<file path="src/hw/rtl/twelve_hour_clock_with_button_set_unit_assert.svh">
// Assertion macros shared by the clock unit.
`ifndef TWELVE_HOUR_CLOCK_WITH_BUTTON_SET_UNIT_ASSERT_SVH
`define TWELVE_HOUR_CLOCK_WITH_BUTTON_SET_UNIT_ASSERT_SVH

// Same-cycle implication, disabled during reset.
`define THC_ASSERT_SAME(label, ante, cons) \
  label: assert property (@(posedge clk) disable iff (rst) (ante) |-> (cons)) \
    else $error("same-cycle check failed");

// Next-cycle implication, disabled during reset.
`define THC_ASSERT_NEXT(label, ante, cons) \
  label: assert property (@(posedge clk) disable iff (rst) (ante) |=> (cons)) \
    else $error("next-cycle check failed");

`endif

</file>
<file path="src/hw/rtl/thc_pkg.sv">
// Shared types, constants and the digit glyph function of the clock unit.
package thc_pkg;

  localparam logic [7:0] SEG_S    = 8'h6D;
  localparam logic [7:0] SEG_P    = 8'h73;
  localparam logic [7:0] SEG_A    = 8'h77;
  localparam logic [7:0] SEG_DASH = 8'h40;
  localparam logic [7:0] SEG_DOT  = 8'h80;
  localparam logic [7:0] SEG_NONE = 8'h00;

  localparam logic [7:0] CFG_LONG_PRESS  = 8'd0;
  localparam logic [7:0] CFG_EXIT_PRESS  = 8'd1;
  localparam logic [7:0] CFG_TIMEOUT     = 8'd2;
  localparam logic [7:0] CFG_VIEW_LENGTH = 8'd3;

  localparam logic [7:0] PRESS_MAX = 8'hFF;

  typedef logic [3:0][7:0] thc_glyphs_t;

  typedef struct packed {
    logic [1:0] quarter_phase;
    logic [3:0] sec_ones;
    logic [2:0] sec_tens;
    logic [3:0] min_ones;
    logic [2:0] min_tens;
    logic [3:0] hr_ones;
    logic       hr_tens;
    logic       pm_flag;
    logic [7:0] press_count;
    logic [2:0] set_mode;
    logic [7:0] idle_count;
    logic [2:0] view_count;
  } thc_state_t;

  typedef struct packed {
    logic [7:0] long_press_count;
    logic [7:0] exit_press_count;
    logic [7:0] setting_timeout;
    logic [2:0] seconds_view_length;
  } thc_cfg_t;

  function automatic logic [7:0] seg_of(input logic [3:0] d);
    logic [7:0] g;
    case (d)
      4'd0: g = 8'b00111111;
      4'd1: g = 8'b00000110;
      4'd2: g = 8'b01011011;
      4'd3: g = 8'b01001111;
      4'd4: g = 8'b01100110;
      4'd5: g = 8'b01101101;
      4'd6: g = 8'b01111101;
      4'd7: g = 8'b00000111;
      4'd8: g = 8'b01111111;
      4'd9: g = 8'b01101111;
      default: g = SEG_NONE;
    endcase
    return g;
  endfunction

endpackage

</file>
<file path="src/hw/rtl/twelve_hour_clock_with_button_set_unit.sv">
// Twelve-hour BCD clock with set button: top level with input and result registers.
// Each beat on the input channel is a quarter-second tick or a button sample;
// each one yields exactly one result beat with the four glyph bytes and the
// time fields. An accepted item waits in the input register and moves into the result
// register once that is free or being drained. One item is taken per cycle while the
// output does not stall; the clock and button state closes its update loop inside
// the core, between the input and result registers. The input stalls only while
// the input register holds an item and the result register is full and stalled.
// Configuration writes are always ready and take effect on the next item.
`include "twelve_hour_clock_with_button_set_unit_assert.svh"
module twelve_hour_clock_with_button_set_unit (
  input  logic       clk,
  input  logic       rst,
  input  logic       in_valid,
  output logic       in_stall,
  input  logic       cmd,
  input  logic       button_down,
  output logic       out_valid,
  input  logic       out_stall,
  output logic [7:0] glyph_first,
  output logic [7:0] glyph_second,
  output logic [7:0] glyph_third,
  output logic [7:0] glyph_fourth,
  output logic       hour_tens,
  output logic [3:0] hour_ones,
  output logic [2:0] minute_tens,
  output logic [3:0] minute_ones,
  output logic [2:0] second_tens,
  output logic [3:0] second_ones,
  output logic       afternoon,
  output logic [2:0] setting_step,
  input  logic       cfg_valid,
  output logic       cfg_ready,
  input  logic [7:0] cfg_index,
  input  logic [7:0] cfg_data
);
  import thc_pkg::*;

  thc_cfg_t    cfg;
  logic        s1_valid;
  logic        s1_cmd;
  logic        s1_button;
  logic        step;
  thc_state_t  st;
  thc_state_t  st_next;
  thc_glyphs_t glyphs_next;

  assign cfg_ready = 1'b1;

  always_ff @(posedge clk) begin
    if (rst) begin
      cfg <= '{long_press_count: 8'd5, exit_press_count: 8'd14,
               setting_timeout: 8'd40, seconds_view_length: 3'd4};
    end else if (cfg_valid) begin
      unique case (cfg_index)
        CFG_LONG_PRESS:  cfg.long_press_count <= cfg_data;
        CFG_EXIT_PRESS:  cfg.exit_press_count <= cfg_data;
        CFG_TIMEOUT:     cfg.setting_timeout <= cfg_data;
        CFG_VIEW_LENGTH: cfg.seconds_view_length <= cfg_data[2:0];
        default: ;
      endcase
    end
  end

  // The held item moves on whenever the result register is free or being drained.
  assign step = s1_valid && (!out_valid || !out_stall);
  assign in_stall = s1_valid && !step;

  always_ff @(posedge clk) begin
    if (rst) begin
      s1_valid <= 1'b0;
    end else if (!in_stall) begin
      s1_valid <= in_valid;
    end
  end

  always_ff @(posedge clk) begin
    if (in_valid && !in_stall) begin
      s1_cmd <= cmd;
      s1_button <= button_down;
    end
  end

  thc_core u_core (
    .clk         (clk),
    .rst         (rst),
    .step        (step),
    .cmd         (s1_cmd),
    .button_down (s1_button),
    .cfg         (cfg),
    .st          (st),
    .st_next     (st_next),
    .glyphs_next (glyphs_next)
  );

  always_ff @(posedge clk) begin
    if (rst) begin
      out_valid <= 1'b0;
    end else if (step) begin
      out_valid <= 1'b1;
    end else if (!out_stall) begin
      out_valid <= 1'b0;
    end
  end

  always_ff @(posedge clk) begin
    if (step) begin
      glyph_first  <= glyphs_next[0];
      glyph_second <= glyphs_next[1];
      glyph_third  <= glyphs_next[2];
      glyph_fourth <= glyphs_next[3];
      hour_tens    <= st_next.hr_tens;
      hour_ones    <= st_next.hr_ones;
      minute_tens  <= st_next.min_tens;
      minute_ones  <= st_next.min_ones;
      second_tens  <= st_next.sec_tens;
      second_ones  <= st_next.sec_ones;
      afternoon    <= st_next.pm_flag;
      setting_step <= st_next.set_mode;
    end
  end

  `THC_ASSERT_SAME(a_backpressure_holds_item, s1_valid && out_valid && out_stall, in_stall)
  `THC_ASSERT_NEXT(a_item_reaches_output, s1_valid && !out_valid, out_valid)
  `THC_ASSERT_NEXT(a_tick_advances_phase, step && !s1_cmd,
                   st.quarter_phase == 2'($past(st.quarter_phase) + 2'd1))

endmodule

</file>
<file path="src/hw/rtl/thc_display.sv">
// Glyph generation for the running and setting views.
module thc_display (
  input  thc_pkg::thc_state_t  st,
  input  logic [2:0]           view_length,
  output thc_pkg::thc_glyphs_t glyphs,
  output logic [2:0]           view_count_next
);
  import thc_pkg::*;

  always_comb begin
    glyphs = '0;
    view_count_next = st.view_count;
    if (st.set_mode == 3'd0) begin
      if (st.view_count != 3'd0) begin
        glyphs[0] = SEG_S;
        glyphs[1] = SEG_NONE;
        glyphs[2] = seg_of({1'b0, st.sec_tens});
        glyphs[3] = seg_of(st.sec_ones);
        if (st.view_count == view_length) begin
          view_count_next = 3'd0;
        end else begin
          view_count_next = st.view_count + 3'd1;
        end
      end else begin
        // Leading hour zero is blanked in the running view.
        glyphs[0] = st.hr_tens ? seg_of({3'b000, st.hr_tens}) : SEG_NONE;
        glyphs[1] = seg_of(st.hr_ones);
        glyphs[2] = seg_of({1'b0, st.min_tens});
        glyphs[3] = seg_of(st.min_ones);
        if (st.pm_flag) begin
          glyphs[0] = glyphs[0] | SEG_DOT;
        end
      end
      if (st.quarter_phase[1]) begin
        glyphs[1] = glyphs[1] | SEG_DOT;
        glyphs[3] = glyphs[3] | SEG_DOT;
      end
    end else begin
      if (st.set_mode < 3'd3) begin
        glyphs[0] = SEG_S;
        glyphs[2] = seg_of({1'b0, st.sec_tens});
        glyphs[3] = seg_of(st.sec_ones);
      end else if (st.set_mode < 3'd7) begin
        glyphs[0] = seg_of({3'b000, st.hr_tens});
        glyphs[1] = seg_of(st.hr_ones);
        glyphs[2] = seg_of({1'b0, st.min_tens});
        glyphs[3] = seg_of(st.min_ones);
      end else begin
        glyphs[0] = st.pm_flag ? SEG_P : SEG_A;
      end
      // The digit under edit blinks on odd quarter phases.
      if (st.quarter_phase[0]) begin
        case (st.set_mode)
          3'd1, 3'd3: glyphs[3] = SEG_NONE;
          3'd2, 3'd4: glyphs[2] = SEG_NONE;
          3'd5:       glyphs[1] = SEG_NONE;
          3'd6, 3'd7: glyphs[0] = SEG_NONE;
          default: ;
        endcase
      end else begin
        glyphs[1] = glyphs[1] | SEG_DOT;
        glyphs[3] = glyphs[3] | SEG_DOT;
      end
    end
  end

endmodule

</file>
<file path="src/hw/rtl/thc_core.sv">
// Time keeping, button handling and the held glyph state.
module thc_core (
  input  logic                 clk,
  input  logic                 rst,
  input  logic                 step,
  input  logic                 cmd,
  input  logic                 button_down,
  input  thc_pkg::thc_cfg_t    cfg,
  output thc_pkg::thc_state_t  st,
  output thc_pkg::thc_state_t  st_next,
  output thc_pkg::thc_glyphs_t glyphs_next
);
  import thc_pkg::*;

  thc_state_t  ev;
  logic        refresh;
  thc_glyphs_t glyphs;
  thc_glyphs_t glyphs_new;
  logic [2:0]  view_count_new;

  always_comb begin
    logic [3:0] so_i;
    logic [2:0] stn_i;
    logic [3:0] mo_i;
    logic [2:0] mt_i;
    logic [3:0] ho_i;
    ev = st;
    refresh = 1'b0;
    so_i = st.sec_ones + 4'd1;
    stn_i = st.sec_tens + 3'd1;
    mo_i = st.min_ones + 4'd1;
    mt_i = st.min_tens + 3'd1;
    ho_i = st.hr_ones + 4'd1;
    if (!cmd) begin
      refresh = 1'b1;
      ev.quarter_phase = st.quarter_phase + 2'd1;
      if (st.quarter_phase == 2'd2) begin
        if (so_i != 4'd10) begin
          ev.sec_ones = so_i;
        end else begin
          ev.sec_ones = 4'd0;
          if (stn_i != 3'd6) begin
            ev.sec_tens = stn_i;
          end else begin
            ev.sec_tens = 3'd0;
            if (mo_i != 4'd10) begin
              ev.min_ones = mo_i;
            end else begin
              ev.min_ones = 4'd0;
              if (mt_i != 3'd6) begin
                ev.min_tens = mt_i;
              end else begin
                ev.min_tens = 3'd0;
                ev.hr_ones = ho_i;
                if (!st.hr_tens && ho_i == 4'd10) begin
                  ev.hr_ones = 4'd0;
                  ev.hr_tens = 1'b1;
                end else if (st.hr_tens && ho_i == 4'd3) begin
                  ev.hr_ones = 4'd1;
                  ev.hr_tens = 1'b0;
                end else if (st.hr_tens && ho_i == 4'd2) begin
                  ev.pm_flag = ~st.pm_flag;
                end
              end
            end
          end
        end
      end
      if (st.press_count != 8'd0 && st.press_count != PRESS_MAX) begin
        ev.press_count = st.press_count + 8'd1;
      end
      if (st.set_mode != 3'd0) begin
        ev.idle_count = st.idle_count + 8'd1;
        if (st.idle_count == cfg.setting_timeout) begin
          ev.set_mode = 3'd0;
        end
      end
    end else if (button_down) begin
      if (st.press_count == 8'd0) begin
        ev.press_count = 8'd1;
        ev.view_count = 3'd1;
        refresh = 1'b1;
      end else if (st.press_count == cfg.long_press_count) begin
        ev.press_count = st.press_count + 8'd1;
        ev.view_count = 3'd0;
        ev.set_mode = st.set_mode + 3'd1;
        ev.idle_count = 8'd1;
        refresh = 1'b1;
      end else if (st.press_count == cfg.exit_press_count) begin
        ev.press_count = st.press_count + 8'd1;
        ev.set_mode = 3'd0;
        refresh = 1'b1;
      end
    end else if (st.press_count != 8'd0) begin
      if (st.press_count < cfg.long_press_count) begin
        refresh = 1'b1;
        if (st.set_mode != 3'd0) begin
          ev.idle_count = 8'd1;
          case (st.set_mode)
            3'd1: ev.sec_ones = (so_i == 4'd10) ? 4'd0 : so_i;
            3'd2: ev.sec_tens = (stn_i == 3'd6) ? 3'd0 : stn_i;
            3'd3: ev.min_ones = (mo_i == 4'd10) ? 4'd0 : mo_i;
            3'd4: ev.min_tens = (mt_i == 3'd6) ? 3'd0 : mt_i;
            3'd5: ev.hr_ones = (ho_i == 4'd10) ? 4'd0 : ho_i;
            3'd6: ev.hr_tens = ~st.hr_tens;
            3'd7: ev.pm_flag = ~st.pm_flag;
            default: ;
          endcase
        end
      end
      ev.press_count = 8'd0;
    end
  end

  thc_display u_display (
    .st              (ev),
    .view_length     (cfg.seconds_view_length),
    .glyphs          (glyphs_new),
    .view_count_next (view_count_new)
  );

  always_comb begin
    st_next = ev;
    glyphs_next = glyphs;
    if (refresh) begin
      st_next.view_count = view_count_new;
      glyphs_next = glyphs_new;
    end
  end

  always_ff @(posedge clk) begin
    if (rst) begin
      st <= '{quarter_phase: 2'd0, sec_ones: 4'd0, sec_tens: 3'd0, min_ones: 4'd0,
              min_tens: 3'd0, hr_ones: 4'd2, hr_tens: 1'b1, pm_flag: 1'b0,
              press_count: 8'd0, set_mode: 3'd0, idle_count: 8'd0,
              view_count: 3'd0};
      glyphs <= {4{SEG_DASH}};
    end else if (step) begin
      st <= st_next;
      glyphs <= glyphs_next;
    end
  end

endmodule
</file>
<file path="config.mk">
export PLATFORM = sky130hd
export DESIGN_NAME = twelve_hour_clock_with_button_set_unit
export DESIGN_NICKNAME = d
export VERILOG_FILES = /design/src/hw/rtl/thc_pkg.sv /design/src/hw/rtl/twelve_hour_clock_with_button_set_unit.sv /design/src/hw/rtl/thc_display.sv /design/src/hw/rtl/thc_core.sv
export VERILOG_INCLUDE_DIRS = /design/src /design/src/hw/rtl
export SDC_FILE = /design/constraint.sdc
export NUM_CORES = 1
export LEC_CHECK = 0
export BUFFER_PORTS_ARGS = -buffer_cell sky130_fd_sc_hd__clkbuf_2
export CAP_MARGIN = 5
export CORE_MARGIN = 3
export CORE_UTILIZATION = 50
export DETAILED_ROUTE_END_ITERATION = 8
export PLACE_DENSITY = 0.72
export SLEW_MARGIN = 0
export SYNTH_ARGS = -nofsm -noshare
export SYNTH_HDL_FRONTEND = slang
export SYNTH_SLANG_ARGS = --single-unit
</file>
<file path="constraint.sdc">
create_clock -name clk -period 3.5 [get_ports clk]
set_clock_uncertainty 0.2 [all_clocks]
set_input_delay 1.05 -clock clk [delete_from_list [all_inputs] [get_ports clk]]
set_output_delay 1.05 -clock clk [all_outputs]
set_load 0.05 [all_outputs]
</file>
# Word-level counts from Yosys, hierarchy flattened
# Memories as Yosys holds them, arrays and structs flattened.
# Index checks and enable logic that the tools add are counted.
[totals]
register_bits = 162
latch_bits = 0
mem_bits_rw = 0
mem_bits_ro = 896
inputBits = 23
output_inout_bits = 58
elab_cells = 217
memories = 10
[op_classes]
add_sub_neg = 10
mul = 0
n_div = 0
order_cmp = 3
eq_ne = 41
shifts = 0
n_mux = 84
bitwise = 3
reduce_logical = 30
[memory_table]
columns = ["name", "depth", "width", "rd", "rd_ports_with_merged_regs", "wr", "line_no", "rtl"]
rows = [
  ["(name not given)", 16, 7, 1, 0, 0, "thc_pkg.sv:44", "case (d)"],
  ["(name not given)", 16, 7, 1, 0, 0, "thc_pkg.sv:44", ""],
  ["(name not given)", 16, 7, 1, 0, 0, "thc_pkg.sv:44", ""],
  ["(name not given)", 16, 7, 1, 0, 0, "thc_pkg.sv:44", ""],
  ["(name not given)", 16, 7, 1, 0, 0, "thc_pkg.sv:44", ""],
  ["(name not given)", 16, 7, 1, 0, 0, "thc_pkg.sv:44", ""],
  ["4 more memories", "-", "-", "-", "-", "-", "-", ""],
]
[ops]
columns = ["op", "count"]
rows = [
  ["8-bit two-way mux", 21],
  ["32-bit two-way mux", 3],
  ["20-bit two-way mux", 4],
  ["11-bit two-way mux", 5],
  ["3-bit two-way mux", 17],
  ["39-bit two-way mux", 1],
  ["16-bit two-way mux", 2],
  ["4-bit two-way mux", 8],
  ["3-bit equality test (second input constant)", 10],
  ["28-bit two-way mux", 1],
  ["8-bit equality test", 3],
  ["24-bit two-way mux", 1],
  ["8-bit by 1-bit adder with 8-bit output (second input constant)", 2],
  ["8-bit by 2-bit equality test with 1-bit output (second input constant)", 2],
  ["8-bit logical NOT", 2],
  ["8-bit one-hot mux with 2 select lines", 1],
  ["1-bit two-way mux", 14],
  ["13-bit two-way mux", 1],
  ["3-bit by 1-bit adder with 3-bit output (second input constant)", 4],
  ["4-bit by 1-bit adder with 4-bit output (second input constant)", 3],
  ["3-bit by 2-bit equality test with 1-bit output (second input constant)", 4],
  ["4-bit equality test (second input constant)", 3],
  ["4-bit != test (second input constant)", 3],
  ["5-bit two-way mux", 2],
  ["30 further kinds", 54],
]

# Logic depth before layout (Yosys ltp)
[depth]
depth_word = 20
ltp_mapped = 17
depth_no_buf = 16

# Hierarchy
# A second synthesis with hierarchy kept.
[unflattened]
cells_unflattened = 1247
hier_area_um2 = 11158.2
[modules_own_cells]
columns = ["mod", "n_inst", "cells_per_inst", "area_each_um2", "seq_area_each_um2"]
rows = [
  ["thc_core", 1, 851, 6779.0, 1521.5],
  ["twelve_hour_clock_with_button_set_unit", 1, 175, 2942.8, 2292.2],
  ["thc_display", 1, 221, 1436.4, 0.0],
]

# Least setup slack after synthesis
# OpenSTA, ideal clock, no wires.
[synth_path]
path_type = "input port to flip-flop"
start = "input port out_stall"
end = "register afternoon, enable pin"
setup_time_ps = 441
arrival_time_ps = 3012
required_ps = 2859
setup_slack_ps = -153
stages = 4
path_buffers = 1
path_cell_list = "nand2_1 > nand2_1 > inv_2 > clkbuf_1"
[synth_between]
elab_chain_cells = 3
[synth_rtl]
columns = ["element", "line_no", "rtl"]
rows = [
  ["from (decl)", "twelve_hour_clock_with_button_set_unit.sv:19", "input logic out_stall,"],
  ["1-bit logical NOT", "-", ""],
  ["1-bit logical OR", "twelve_hour_clock_with_button_set_unit.sv:66", "assign step = s1_valid && (!out_valid || !out_stall);"],
  ["1-bit logical AND", "twelve_hour_clock_with_button_set_unit.sv:66", ""],
  ["via step", "twelve_hour_clock_with_button_set_unit.sv:43", "logic step;"],
  ["to (signal assigned)", "twelve_hour_clock_with_button_set_unit.sv:118", "afternoon <= st_next.pm_flag;"],
  ["to (decl)", "twelve_hour_clock_with_button_set_unit.sv:30", "output logic afternoon,"],
]
# The timed path passes the listed nets, and every way through them passes these cells.
# A chain may end at the register's enable or synchronous reset.

==> metrics.cfg <==
[status]
status = completed

[drt]
drcViolationCount = 0
drtPass1Iterations = 5
wl_microns = 24530
vias = 8279
first_iter_violations = 646
final_antenna_net_count = 0
wl_per_cell_microns = 17.08
viasPerCell = 5.765

[timing]
max_slew_margin_pct = 53.22
final_max_slew_viol_count = 0
final_hold_viol_count = 0
tightest_slew_ns = 0.6957
period_share_pct = 96.62
fmax_ghz = 0.2957
setup_viol = 0
rsz0062_at_grt = true
totalNegativeSetupSlack_ns = 0
period_needed_ns = 3.382

[logic_synthesis]
synth_top_family_by_area = compound AO/OA/AOI/OAI gates
synth_warnings = 0
netlist.area_leader.share_pct = 22.79
synth_edf_count = 57
synth-simple-area-share_pct = 18.64
ys_top_cells_by_area = dfxtp_1 (23%), edfxtp_1 (19%), ha_1 (7.6%), nor2_1 (4.5%), mux2i_1 (4.2%)
synthCells = 1023
synth_seq_cells = 162
async_reset_ff_share_pct = 0
ys_types = 86
synth_fa_ha_area_share_pct = 7.595
synth_mux_area_share_pct = 5.005
synthFlopType = dfxtp_1
synth_top_area_cell = dfxtp_1
synthXorXnorAreaFrac_pct = 3.513
syn_avg_cell_area_sq_um = 9.018
synth_fp_nets = 1102
synth_area_sq_mm = 0.009225
synth-compound-area-share_pct = 19.56
ys_seq_area_share_pct = 41.34

[run]
cap_viol_max_count = 0

[layout]
antenna_cells = 0
fin_util_pct = 63.72
layout-drive-gt1-share_pct = 25.60
syn_to_final_growth_pct = 24.51
fin_nets = 1273
final_cells = 1436

[floorplan]
fp-row-count = 49
die_h_microns = 141.8
io_pins = 81
core_sq_mm = 0.01802
fp.dieArea_sq_mm = 0.02012
initial_core_util_pct = 51.18
die_w_microns = 141.8

[grt]
overflow = 0
grtUsageTotal_pct = 23.77
grt_pass1_wl_microns = 38620
antenna_found_initial = 0
grt_max_degree = 57
first_global_vias = 7711

[critical_path]
reg2reg_slack_ns = 0.12
arrival_ns = 3.36
r2r_cells = 15
r2r-end = glyph_fourth[4]$_DFFE_PP_
required_ns = 3.48
cp-end-kind = register
critPathKind = reg -> reg
start_kind = register
worstPathMaxFanout = 6
r2r-start = cfg[21]$_SDFFE_PP1P_
crit_path_start = cfg[21]$_SDFFE_PP1P_

[placed_design]
dp_hpwl_microns = 17440
port_buffers = 79
gp_congestion = 0.9647
dp_cells = 1382

[pwr]
irDropWorstVdd_mv = 0.4280
p_total_mw = 5.033
power_leakage_nw = 4.936
p_per_area_mw_per_mm2 = 438.2

[clock_tree]
clk_pin_slew_ns = 0.07
insertion_delay_ns = 0.43
numCtsBuffers = 17
cts_max_path_buffers = 2
h-tree-depth = 4
cts_tree = yes
clock-root-buffer = clkbuf_16
cts.sinks = 162

[min_path]
hold_start = u_core.glyphs[0]$_SDFFE_PP0P_
hold-path-cell-count = 2
min_path_type = reg -> reg
hold_end = u_core.glyphs[0]$_SDFFE_PP0P_

-- metal layers --
layer / track usage (%) / share of wire, %
met5: 0 / 0
met3: 3.674 / 4.8
met4: 6.515 / 1.6
met1: 32.88 / 46
met2: 38.92 / 48
-- power breakdown --
group,internal (mW),total [mW],switching [mW]
registers,2.06,2.11,0.0532
clock network,1.14,1.96,0.819
logic,0.345,0.963,0.618
total,3.54,5.03,1.49
-- stage by stage --
stage	hold WS (ns)	instance area [sq um]	setup slack (ns)
final	0.2634	11490	0.1185
after global routing	0.2836	11490	-0.1153
after CTS	0.2612	11110	0.006681
after detailed placement	0.2502	10470	-0.02243
after global placement	0.2442	10470	0.05152
after floorplan	0.2357	9226	0.007382
-- cell usage after synthesis, drive strengths merged (7+ instances only) --
library cell / number
a211oi: 25
a21o: 9
a21oi: 77
a22oi: 9
a31oi: 19
and2: 10
and3: 8
buf: 11
clkbuf: 33
dfxtp: 105
edfxtp: 57
ha: 56
inv: 56
mux2i: 39
nand2: 97
nand2b: 7
nand3: 18
nand4: 11
nor2: 113
nor2b: 9
nor3: 30
o21a: 9
o21ai: 63
or3: 8
xnor2: 18
xor2: 19
-- cell families (layout without fill, tap and decap cells) --
kind of cell	after synthesis	in the layout
compound gates	274	274
xor+xnor	37	37
fa+ha+maj	56	56
buf+inv	101	285
flops	162	162
mux	45	45
other cells	1	1
simple gates	347	347
-- flip-flops by register name, summed over array words and instances, names as in the netlist --
register       flops
u_core.st         44
glyph_third        8
glyph_fourth       8
minute_ones        4
s1_valid           1
cfg               27
second_ones        4
s1_cmd             1
minute_tens        3
glyph_first        8
u_core.glyphs     32
glyph_second       8
s1_button          1
afternoon          1
hour_tens          1
out_valid          1
setting_step       3
second_tens        3
hour_ones          4
-- layout by cell type (no fill, tap or decap), types with 17 or more instances in the layout --
master,n
a31oi_1,19
dfxtp_1,103
clkbuf_2,79
clkbuf_16,17
a21oi_1,69
buf_4,114
nor3_1,25
ha_1,54
edfxtp_1,57
mux2i_1,36
inv_1,54
xor2_1,17
nand2_1,94
nand3_1,18
xnor2_1,18
o21ai_0,48
nor2_1,109
a211oi_1,22
-- what timing repair did --
action / in CTS / in global routing
pin swaps: 3 / 15
buffers inserted: 2 / 20
hold buffers: 0 / 0
endpoints found under the setup margin: 20 / 62
gates resized for setup: 6 / 58
-- critical path, stage by stage, from the launching register on --
cell and delay, ns:
dfxtp_1 0.31, inv_1 0.08, ha_1 0.32, nand4_1 0.17, or2_4 0.31, a21o_1 0.20
nand2_1 0.10, ha_2 0.19, a21boi_4 0.18, buf_6 0.13, and4_4 0.26, a211oi_4 0.05
buf_4 0.17, buf_4 0.14, a22oi_2 0.21, a21oi_1 0.10
-- how the worst max path moves through the flow --
stage                                            to  slack [ns]  depth (start not counted)
after floorplan           glyph_fourth[1]$_DFFE_PP_       0.007                         13
after global routing       glyph_third[6]$_DFFE_PP_       -0.12                         19
after detailed placement  glyph_fourth[3]$_DFFE_PP_       -0.02                         16
after global placement    glyph_fourth[5]$_DFFE_PP_        0.05                         15
after CTS                 glyph_second[5]$_DFFE_PP_       0.007                         13
final                     glyph_fourth[4]$_DFFE_PP_        0.12                         15
-- cell type report --
class,instances,area (sq um)
Inverter,57,219.0
Clock inverter,13,173.9
Multi-Input combinational cell,760,5255
Fill cell,1512,6539
Timing Repair Buffer,196,1303
Tap cell,229,286.5
Clock buffer,19,432.9
Sequential cell,162,3816
Note: power is estimated with default switching activity, not from simulation.
